### src/hdl/integer_matrix_engine_assert.svh
// ----------------------------------------------------------------------------
// integer_matrix_engine assertion macros
// Same-cycle and next-cycle implication checks, clocked, disabled in reset.
// ----------------------------------------------------------------------------
`ifndef INTEGER_MATRIX_ENGINE_ASSERT_SVH
`define INTEGER_MATRIX_ENGINE_ASSERT_SVH

// same-cycle implication
`define IME_ASSERT_IMP(label, clk, rst_n, ante, cons, msg) \
    label: assert property (@(posedge clk) disable iff (!rst_n) (ante) |-> (cons)) \
        else $error(msg);

// next-cycle implication
`define IME_ASSERT_NXT(label, clk, rst_n, ante, cons, msg) \
    label: assert property (@(posedge clk) disable iff (!rst_n) (ante) |=> (cons)) \
        else $error(msg);

`endif

### src/hdl/ime_pkg.sv
// ----------------------------------------------------------------------------
// ime_pkg
// Shared types and codes of the integer matrix engine.
// ----------------------------------------------------------------------------
package ime_pkg;

    localparam int DATA_W  = 32;
    localparam int DIM_W   = 4;
    localparam int IDX_W   = 3;
    localparam int POS_W   = 7;
    localparam int PADDR_W = 5;

    localparam logic [1:0] FUNC_LOAD_A  = 2'd0;
    localparam logic [1:0] FUNC_LOAD_B  = 2'd1;
    localparam logic [1:0] FUNC_COMPUTE = 2'd2;

    localparam logic [1:0] OP_ADD = 2'd0;
    localparam logic [1:0] OP_MUL = 2'd1;
    localparam logic [1:0] OP_TRN = 2'd2;

    typedef struct packed {
        logic [1:0]               func;
        logic signed [DATA_W-1:0] element;
    } cmd_t;

    typedef struct packed {
        logic signed [DATA_W-1:0] value;
        logic [IDX_W-1:0]         row;
        logic [IDX_W-1:0]         col;
        logic                     last;
        logic                     dim_error;
    } res_t;

    typedef struct packed {
        logic [1:0]       operation;
        logic [DIM_W-1:0] rows_a;
        logic [DIM_W-1:0] cols_a;
        logic [DIM_W-1:0] rows_b;
        logic [DIM_W-1:0] cols_b;
    } cfg_t;

    typedef struct packed {
        logic [1:0] op;
        logic       load_prod;
        logic       load_acc;
        logic       first;
    } mac_ctl_t;

endpackage

### src/hdl/ime_store.sv
// ----------------------------------------------------------------------------
// ime_store
// Matrix element store: sequential fill, registered read, unwritten reads zero.
// ----------------------------------------------------------------------------
module ime_store
    import ime_pkg::*;
#(
    parameter int DEPTH = 64
)
(
    input  logic              clk,
    input  logic              rst_n,
    input  logic              wr_en,
    input  logic [DATA_W-1:0] wr_data,
    input  logic              rd_en,
    input  logic [POS_W-1:0]  rd_pos,
    output logic [DATA_W-1:0] rd_data
);

    localparam int ADDR_W = $clog2(DEPTH);
    localparam int FILL_W = $clog2(DEPTH + 1);

    logic [DATA_W-1:0] mem [DEPTH];
    logic [FILL_W-1:0] fill_reg;
    logic [DATA_W-1:0] data_reg;
    logic              hit_reg;
    logic              do_write;

    assign do_write = wr_en && (fill_reg < FILL_W'(DEPTH));

    always_ff @(posedge clk or negedge rst_n)
    begin
        if (!rst_n)
        begin
            fill_reg <= '0;
            hit_reg  <= 1'b0;
        end
        else
        begin
            if (do_write)
            begin
                fill_reg <= fill_reg + FILL_W'(1);
            end
            if (rd_en)
            begin
                hit_reg <= rd_pos < POS_W'(fill_reg);
            end
        end
    end

    always_ff @(posedge clk)
    begin
        if (do_write)
        begin
            mem[fill_reg[ADDR_W-1:0]] <= wr_data;
        end
        if (rd_en)
        begin
            data_reg <= mem[rd_pos[ADDR_W-1:0]];
        end
    end

    assign rd_data = hit_reg ? data_reg : '0;

endmodule

### src/hdl/ime_mac.sv
// ----------------------------------------------------------------------------
// ime_mac
// Shared arithmetic unit: add, multiply or pass, then accumulate, mod 2^32.
// ----------------------------------------------------------------------------
module ime_mac
    import ime_pkg::*;
(
    input  logic              clk,
    input  mac_ctl_t          ctl,
    input  logic [DATA_W-1:0] a,
    input  logic [DATA_W-1:0] b,
    output logic [DATA_W-1:0] value
);

    logic [DATA_W-1:0] prod_reg;
    logic [DATA_W-1:0] prod_next;
    logic [DATA_W-1:0] acc_reg;
    logic [DATA_W-1:0] acc_base;

    always_comb
    begin
        unique case (ctl.op)
            OP_ADD:  prod_next = a + b;
            OP_MUL:  prod_next = a * b;
            default: prod_next = a;
        endcase
    end

    assign acc_base = ctl.first ? '0 : acc_reg;
    assign value    = acc_base + prod_reg;

    always_ff @(posedge clk)
    begin
        if (ctl.load_prod)
        begin
            prod_reg <= prod_next;
        end
        if (ctl.load_acc)
        begin
            acc_reg <= value;
        end
    end

endmodule

### src/hdl/ime_seq.sv
// ----------------------------------------------------------------------------
// ime_seq
// Sequencer: dimension check, index walk, store addressing, result register.
// ----------------------------------------------------------------------------
module ime_seq
    import ime_pkg::*;
#(
    parameter int MAX_DIM = 8
)
(
    input  logic              clk,
    input  logic              rst_n,
    input  cfg_t              cfg,
    input  logic              cmd_valid,
    input  logic [1:0]        cmd_func,
    output logic              cmd_stall,
    output logic              rd_en,
    output logic [POS_W-1:0]  pos_a,
    output logic [POS_W-1:0]  pos_b,
    output mac_ctl_t          mac_ctl,
    input  logic [DATA_W-1:0] mac_value,
    output logic              res_valid,
    input  logic              res_stall,
    output res_t              res
);

    localparam logic [DIM_W-1:0] DIM_MAX = DIM_W'(MAX_DIM);

    typedef enum logic [2:0] {
        S_IDLE,
        S_READ,
        S_OPER,
        S_ACC,
        S_ERR
    } state_t;

    state_t           state_reg;
    logic [IDX_W-1:0] i_reg;
    logic [IDX_W-1:0] j_reg;
    logic [IDX_W-1:0] k_reg;
    logic             res_valid_reg;
    res_t             res_reg;

    logic             dims_ok;
    logic [DIM_W-1:0] nr;
    logic [DIM_W-1:0] nc;
    logic             is_mul;
    logic             i_end;
    logic             j_end;
    logic             k_end;
    logic             elem_last;
    logic             res_free;
    logic             res_load;
    logic             compute_take;
    logic [IDX_W-1:0] ra;
    logic [IDX_W-1:0] ca;
    logic [IDX_W-1:0] rb;
    logic [IDX_W-1:0] cb;

    function automatic logic dim_ok(input logic [DIM_W-1:0] d);
        return (d != '0) && (d <= DIM_MAX);
    endfunction

    always_comb
    begin
        unique case (cfg.operation)
            OP_ADD:
            begin
                dims_ok = dim_ok(cfg.rows_a) && dim_ok(cfg.cols_a)
                          && (cfg.rows_a == cfg.rows_b) && (cfg.cols_a == cfg.cols_b);
                nr = cfg.rows_a;
                nc = cfg.cols_a;
            end
            OP_MUL:
            begin
                dims_ok = dim_ok(cfg.rows_a) && dim_ok(cfg.cols_a)
                          && dim_ok(cfg.rows_b) && dim_ok(cfg.cols_b)
                          && (cfg.cols_a == cfg.rows_b);
                nr = cfg.rows_a;
                nc = cfg.cols_b;
            end
            OP_TRN:
            begin
                dims_ok = dim_ok(cfg.rows_a) && dim_ok(cfg.cols_a);
                nr = cfg.cols_a;
                nc = cfg.rows_a;
            end
            default:
            begin
                dims_ok = 1'b0;
                nr = '0;
                nc = '0;
            end
        endcase
    end

    always_comb
    begin
        unique case (cfg.operation)
            OP_MUL:
            begin
                ra = i_reg;
                ca = k_reg;
                rb = k_reg;
                cb = j_reg;
            end
            OP_TRN:
            begin
                ra = j_reg;
                ca = i_reg;
                rb = i_reg;
                cb = j_reg;
            end
            default:
            begin
                ra = i_reg;
                ca = j_reg;
                rb = i_reg;
                cb = j_reg;
            end
        endcase
    end

    assign pos_a = POS_W'(ra) * POS_W'(cfg.cols_a) + POS_W'(ca);
    assign pos_b = POS_W'(rb) * POS_W'(cfg.cols_b) + POS_W'(cb);

    assign is_mul    = cfg.operation == OP_MUL;
    assign i_end     = (DIM_W'(i_reg) + 4'd1) == nr;
    assign j_end     = (DIM_W'(j_reg) + 4'd1) == nc;
    assign k_end     = (DIM_W'(k_reg) + 4'd1) == cfg.cols_a;
    assign elem_last = i_end && j_end;
    assign res_free  = !res_valid_reg || !res_stall;
    assign res_load  = res_free && (((state_reg == S_ACC) && !(is_mul && !k_end))
                                    || (state_reg == S_ERR));

    assign cmd_stall    = state_reg != S_IDLE;
    assign compute_take = cmd_valid && (state_reg == S_IDLE) && (cmd_func == FUNC_COMPUTE);
    assign rd_en        = state_reg == S_READ;

    assign mac_ctl.op        = cfg.operation;
    assign mac_ctl.load_prod = state_reg == S_OPER;
    assign mac_ctl.load_acc  = (state_reg == S_ACC) && is_mul && !k_end;
    assign mac_ctl.first     = k_reg == '0;

    always_ff @(posedge clk or negedge rst_n)
    begin
        if (!rst_n)
        begin
            state_reg     <= S_IDLE;
            i_reg         <= '0;
            j_reg         <= '0;
            k_reg         <= '0;
            res_valid_reg <= 1'b0;
            res_reg       <= '0;
        end
        else
        begin
            if (res_valid_reg && !res_stall && !res_load)
            begin
                res_valid_reg <= 1'b0;
            end
            unique case (state_reg)
                S_IDLE:
                begin
                    if (compute_take)
                    begin
                        i_reg     <= '0;
                        j_reg     <= '0;
                        k_reg     <= '0;
                        state_reg <= dims_ok ? S_READ : S_ERR;
                    end
                end
                S_READ:
                begin
                    state_reg <= S_OPER;
                end
                S_OPER:
                begin
                    state_reg <= S_ACC;
                end
                S_ACC:
                begin
                    if (is_mul && !k_end)
                    begin
                        k_reg     <= k_reg + IDX_W'(1);
                        state_reg <= S_READ;
                    end
                    else if (res_free)
                    begin
                        res_reg.value     <= mac_value;
                        res_reg.row       <= i_reg;
                        res_reg.col       <= j_reg;
                        res_reg.last      <= elem_last;
                        res_reg.dim_error <= 1'b0;
                        res_valid_reg     <= 1'b1;
                        k_reg             <= '0;
                        if (j_end)
                        begin
                            j_reg <= '0;
                            i_reg <= i_reg + IDX_W'(1);
                        end
                        else
                        begin
                            j_reg <= j_reg + IDX_W'(1);
                        end
                        state_reg <= elem_last ? S_IDLE : S_READ;
                    end
                end
                S_ERR:
                begin
                    if (res_free)
                    begin
                        res_reg.value     <= '0;
                        res_reg.row       <= '0;
                        res_reg.col       <= '0;
                        res_reg.last      <= 1'b1;
                        res_reg.dim_error <= 1'b1;
                        res_valid_reg     <= 1'b1;
                        state_reg         <= S_IDLE;
                    end
                end
                default:
                begin
                    state_reg <= S_IDLE;
                end
            endcase
        end
    end

    assign res_valid = res_valid_reg;
    assign res       = res_reg;

endmodule

### src/hdl/integer_matrix_engine.sv
// ----------------------------------------------------------------------------
// integer_matrix_engine
// Loads matrices A and B, then emits A+B, A*B or transpose(A) row-major.
// ----------------------------------------------------------------------------
// Channel  Dir  Payload    Handshake
// cmd      in   cmd_t      cmd_valid / cmd_stall
// res      out  res_t      res_valid / res_stall
// apb      in   registers  psel, penable, pwrite, paddr, pwdata, prdata, pready
//
// Load transfers leave the sequencer idle; cmd_stall stays low between them.
// Compute: each result element walks S_READ, S_OPER and S_ACC, once for add and
// transpose and once per k for multiply, set by the single registered read port
// per store and the shared MAC with its product register; errors come from S_ERR.
// cmd_stall is high from the compute transfer until the final result is loaded
// into the output register; a stalled result holds the sequencer.
// No clearing pass after reset: fill counts mask entries never loaded.
// ----------------------------------------------------------------------------
`include "integer_matrix_engine_assert.svh"

module integer_matrix_engine
    import ime_pkg::*;
#(
    parameter int MAX_DIM = 8
)
(
    input  logic               clk,
    input  logic               rst_n,
    input  logic               psel,
    input  logic               penable,
    input  logic               pwrite,
    input  logic [PADDR_W-1:0] paddr,
    input  logic [31:0]        pwdata,
    output logic [31:0]        prdata,
    output logic               pready,
    input  logic               cmd_valid,
    output logic               cmd_stall,
    input  cmd_t               cmd,
    output logic               res_valid,
    input  logic               res_stall,
    output res_t               res
);

    localparam int CAPACITY = MAX_DIM * MAX_DIM;

    localparam logic [2:0] REG_OPERATION = 3'd0;
    localparam logic [2:0] REG_ROWS_A    = 3'd1;
    localparam logic [2:0] REG_COLS_A    = 3'd2;
    localparam logic [2:0] REG_ROWS_B    = 3'd3;
    localparam logic [2:0] REG_COLS_B    = 3'd4;

    logic [1:0]       operation_reg;
    logic [DIM_W-1:0] rows_a_reg;
    logic [DIM_W-1:0] cols_a_reg;
    logic [DIM_W-1:0] rows_b_reg;
    logic [DIM_W-1:0] cols_b_reg;

    logic [2:0]        reg_idx;
    logic              cfg_wr;
    cfg_t              cfg;
    logic              cmd_take;
    logic              wr_a;
    logic              wr_b;
    logic              rd_en;
    logic [POS_W-1:0]  pos_a;
    logic [POS_W-1:0]  pos_b;
    logic [DATA_W-1:0] rd_a;
    logic [DATA_W-1:0] rd_b;
    mac_ctl_t          mac_ctl;
    logic [DATA_W-1:0] mac_value;

    assign pready  = 1'b1;
    assign reg_idx = paddr[4:2];
    assign cfg_wr  = psel && penable && pwrite && pready;

    always_ff @(posedge clk or negedge rst_n)
    begin
        if (!rst_n)
        begin
            operation_reg <= OP_ADD;
            rows_a_reg    <= DIM_W'(1);
            cols_a_reg    <= DIM_W'(1);
            rows_b_reg    <= DIM_W'(1);
            cols_b_reg    <= DIM_W'(1);
        end
        else if (cfg_wr)
        begin
            unique case (reg_idx)
                REG_OPERATION: operation_reg <= pwdata[1:0];
                REG_ROWS_A:    rows_a_reg    <= pwdata[DIM_W-1:0];
                REG_COLS_A:    cols_a_reg    <= pwdata[DIM_W-1:0];
                REG_ROWS_B:    rows_b_reg    <= pwdata[DIM_W-1:0];
                REG_COLS_B:    cols_b_reg    <= pwdata[DIM_W-1:0];
                default:       ;
            endcase
        end
    end

    always_comb
    begin
        unique case (reg_idx)
            REG_OPERATION: prdata = 32'(operation_reg);
            REG_ROWS_A:    prdata = 32'(rows_a_reg);
            REG_COLS_A:    prdata = 32'(cols_a_reg);
            REG_ROWS_B:    prdata = 32'(rows_b_reg);
            REG_COLS_B:    prdata = 32'(cols_b_reg);
            default:       prdata = '0;
        endcase
    end

    assign cfg.operation = operation_reg;
    assign cfg.rows_a    = rows_a_reg;
    assign cfg.cols_a    = cols_a_reg;
    assign cfg.rows_b    = rows_b_reg;
    assign cfg.cols_b    = cols_b_reg;

    assign cmd_take = cmd_valid && !cmd_stall;
    assign wr_a     = cmd_take && (cmd.func == FUNC_LOAD_A);
    assign wr_b     = cmd_take && (cmd.func == FUNC_LOAD_B);

    ime_store #(
        .DEPTH (CAPACITY)
    ) u_store_a (
        .clk     (clk),
        .rst_n   (rst_n),
        .wr_en   (wr_a),
        .wr_data (cmd.element),
        .rd_en   (rd_en),
        .rd_pos  (pos_a),
        .rd_data (rd_a)
    );

    ime_store #(
        .DEPTH (CAPACITY)
    ) u_store_b (
        .clk     (clk),
        .rst_n   (rst_n),
        .wr_en   (wr_b),
        .wr_data (cmd.element),
        .rd_en   (rd_en),
        .rd_pos  (pos_b),
        .rd_data (rd_b)
    );

    ime_mac u_mac (
        .clk   (clk),
        .ctl   (mac_ctl),
        .a     (rd_a),
        .b     (rd_b),
        .value (mac_value)
    );

    ime_seq #(
        .MAX_DIM (MAX_DIM)
    ) u_seq (
        .clk       (clk),
        .rst_n     (rst_n),
        .cfg       (cfg),
        .cmd_valid (cmd_valid),
        .cmd_func  (cmd.func),
        .cmd_stall (cmd_stall),
        .rd_en     (rd_en),
        .pos_a     (pos_a),
        .pos_b     (pos_b),
        .mac_ctl   (mac_ctl),
        .mac_value (mac_value),
        .res_valid (res_valid),
        .res_stall (res_stall),
        .res       (res)
    );

    `IME_ASSERT_NXT(a_load_no_stall, clk, rst_n, cmd_take && (cmd.func != FUNC_COMPUTE), !cmd_stall, "non-compute transfer left the block busy")
    `IME_ASSERT_NXT(a_compute_busy, clk, rst_n, cmd_take && (cmd.func == FUNC_COMPUTE), cmd_stall, "compute transfer did not start a run")
    `IME_ASSERT_IMP(a_error_shape, clk, rst_n, res_valid && res.dim_error, res.last && (res.value == '0) && (res.row == '0) && (res.col == '0), "malformed error result")

endmodule

### config.mk
export PLATFORM = sky130hd
export DESIGN_NAME = integer_matrix_engine
export DESIGN_NICKNAME = d
export VERILOG_FILES = /design/src/hdl/ime_pkg.sv /design/src/hdl/ime_store.sv /design/src/hdl/ime_mac.sv /design/src/hdl/ime_seq.sv /design/src/hdl/integer_matrix_engine.sv
export VERILOG_INCLUDE_DIRS = /design/src /design/src/hdl
export SDC_FILE = /design/constraint.sdc
export NUM_CORES = 2
export LEC_CHECK = 0
export BUFFER_PORTS_ARGS = -buffer_cell sky130_fd_sc_hd__buf_4
export CAP_MARGIN = 40
export CORE_MARGIN = 1
export CORE_UTILIZATION = 54
export DETAILED_ROUTE_END_ITERATION = 16
export PLACE_DENSITY = 0.7
export SYNTH_ARGS = -nofsm -noshare
export SYNTH_HDL_FRONTEND = slang
export SYNTH_SLANG_ARGS = --single-unit
### constraint.sdc
create_clock -name clk -period 10.8 [get_ports clk]
set_clock_uncertainty 0.1 [all_clocks]
set_input_delay 2.16 -clock clk [delete_from_list [all_inputs] [get_ports clk]]
set_output_delay 2.16 -clock clk [all_outputs]
set_load 0.02 [all_outputs]
==> metrics.csv <==
stage,metric,value,unit
die,fp.dieArea,343000,um2
worst_hold_path,hp-class,reg2reg,
placement,placed_cells,13583,
synth,netlist_instances,9076,
placement,gp_congestion,0.949,
synth,yosysUniqueCellTypes,83,
timing,clock.fmax,109,MHz
drt,vias_per_cell,6.45,
global_route,grt_max_degree,124,
die,fp.dieH,586,um
synth,yosys.area.top_type,edfxtp_1,
run_status,status,completed,
cts,cts_resized,0,
placement,port_buffers,93,
timing,fin_tns_setup,0,ns
power_and_ir_drop,pwr-share-clk,0.224,
power_and_ir_drop,switching_share,0.372,
global_route,grt_antenna_before_repair,27,
finish,utilization,0.611,
power_and_ir_drop,seqPwrFrac,0.295,
cts,cts.clk_slew.worst_paths,0.06,ns
power_and_ir_drop,finalPower,64.4,mW
synth,seq_area_frac_synth,0.701,
global_route,grt.overflow.total,0,
die,die_w,586,um
power_and_ir_drop,power.switching,24.0,mW
finish,layout_commonest_cell,edfxtp_1,
synth,syn_area,184000,um2
critical_path,path_class,reg2reg,
drt,drtAntennaViolNets,0,
finish,syn_to_final_growth,12.2,%
timing,slew-limit-headroom,0.309,
critical_path,crit_required,11.40,ns
synth,synthArstFlopShare,0.0202,
global_route,grtUsageTotal,0.280,
cts,clk-insertion-delay-late,0.99,ns
power_and_ir_drop,vdd_drop_max,1.22,mV
drt,drcViolationCount,0,
die,coreArea,338000,um2
synth,syn_area_per_cell,20.3,um2
finish,nNetsFinal,10221,
finish,fin_cells,14365,
critical_path,cp_max_fo,34,
timing,fin_crit,9.21,ns
drt,drt-initial-drc-count,11963,
power_and_ir_drop,p_leak,67.4,nW
power_and_ir_drop,power_density,312,nW/um2
die,num_rows,213,
cts,cts_hold_buf,0,
cts,cts_htree_levels,5,
cts,cts_buffers,415,
timing,worstMarginPinSlew,1.04,ns
die,pin_count,153,
drt,firstDrtPassIters,6,
placement,hpwl,277000,um
timing,hold_viol,0,
drt,drt-total-wl,477000,um
finish,layout_common_cells,"edfxtp_1 (4224), mux4_2 (1314), inv_1 (476)",
drt,route.detailed.wl_per_inst,33.2,um
timing,setup_viol,0,
timing,slew_violations,0,
cts,clock-sinks,4311,
cts,post-cts-setup-buffers,0,
power_and_ir_drop,p_int,40.5,mW
finish,fillers,23001,
global_route,grt_pass1_vias,94115,
timing,fin_crit_sh,0.853,
timing,fin_ws,1.59,ns
cts,max-clock-path-buffers,4,
timing,rsz0062_at_grt,false,
global_route,grt_pass1_wl,678000,um
finish,drive_above_1_share,0.254,
synth,synth_area_leaders,"edfxtp_1 (69%), mux4_2 (16%), fa_1 (4.5%)",
synth,synthFlopType,edfxtp_1,
die,start_util,0.545,
placement,preCtsSetupSlack,1.77,ns
critical_path,worst_ep_arrival_time,9.81,ns
critical_path,end_kind,register,
job,max_cap_viol_count,0,
power_and_ir_drop,combPwrFrac,0.481,
synth,yosys_warnings,0,
synth,synth_edf_count,4224,
cts,cts_tree,built,
cts,cts-root-buf,clkbuf_16,
critical_path,critPathLaunchType,register,
synth,synth_top_area_frac,0.690,
critical_path,reg2reg_slack,1.59,ns
drt,vias,92690,
synth,ys_ff_latch,4311,
==> power groups by stage <==
stage / Combinational [mW] / Clock, mW / Sequential [mW]
global placement: 30.3 / 0 / 19.3
CTS: 31.0 / 14.6 / 19.0
floorplan: 21.5 / 0 / 19.3
detailed placement: 30.7 / 0 / 19.3
global route: 33.4 / 15.2 / 19.0
finish: 31.0 / 14.4 / 19.0
==> routing by layer <==
layer,vias up,part of all wire,track usage
met4,2,0.033,0.0873
met5,-,0.000027,0
met1,49610,0.39,0.407
met3,758,0.11,0.0642
li1,37031,-,-
met2,5289,0.46,0.428
==> synth_stat cells (10+ instances only) <==
cell      count
o21ai_1      18
o21a_1       13
a21o_1       50
buf_4        29
inv_1       477
buf_2       133
mux2i_1      20
nor3_1       25
nor2_1      510
o21ai_0      71
mux4_2     1314
and2_1       60
nand3_1      43
nor2b_1      39
o21bai_1     14
xor2_1       57
ha_1        230
clkbuf_1    245
a22oi_1      30
a21oi_1      94
fa_1        418
edfxtp_1   4224
xnor2_1     111
dfrtp_1      83
a31oi_1      42
buf_1        41
a211oi_1     38
mux2_2       18
nand2b_1     25
a22o_1       36
nand2_1     391
nand4_1      18
and3_1       10
clkinv_1     21
==> final timing paths <==
check	from	to	cells after the start
min in group asynchronous	rst_n	u_seq.k_reg[1]	1
max in group asynchronous	rst_n	u_store_a.hit_reg	2
worst min register to register	u_seq.res[6]	u_seq.res[6]	2
worst max register to register	u_store_b.hit_reg	u_mac.prod_reg[28]	27
worst min-delay path	u_seq.res[6]	u_seq.res[6]	2
worst max-delay path	u_store_b.hit_reg	u_mac.prod_reg[28]	27
==> stage by stage <==
stage          hold WS [ns]  instance area [um2]
3_3_place_gp          0.377               192000
6_report              0.393               206000
3_5_place_dp          0.379               193000
5_1_grt               0.419               206000
2_1_floorplan         0.367               184000
4_1_cts               0.392               206000
==> final cells by class <==
class,instances,area [um2],share of cell area
flip-flops and latches,4311,129000,0.625
clock inverters,245,2590,0.0125
diodes,12,30.0,0.000146
clock buffers,515,10900,0.0529
repair buffers,424,3940,0.0191
well taps,4515,5650,0.0274
multi-input cells,3844,52300,0.253
inverters,499,1870,0.00909
==> cells by family (layout without fill, tap and decap cells) <==
family	Yosys count	after routing	share of synthesized area
AO/OA/AOI/OAI	479	479	0.0178
XOR/XNOR	172	172	0.00849
adder cells (fa/ha/maj)	648	648	0.0611
buffers and inverters	948	1683	0.0209
flip-flops	4311	4311	0.701
multiplexers	1352	1352	0.163
other	2	41	0.0000408
AND/OR/NAND/NOR	1164	1164	0.0271
==> worst max-delay path, stage by stage, from the launching register on <==
cell	delay [ns]
dfrtp_2	0.81
buf_4	0.34
nand2_1	0.49
buf_4	0.42
nor2_1	0.19
fa_1	0.42
inv_1	0.08
fa_1	0.42
fa_1	0.55
inv_1	0.09
fa_1	0.54
ha_1	0.23
ha_1	0.28
inv_1	0.04
fa_1	0.48
inv_1	0.05
fa_1	0.45
ha_1	0.38
and4_1	0.24
a211oi_1	0.24
o21ai_1	0.17
a31oi_1	0.39
o21ai_1	0.25
a21o_1	0.30
a221oi_2	0.48
mux2i_1	0.24
nand3_1	0.09
nand3b_1	0.16
Power figures use the tool's default switching activity.
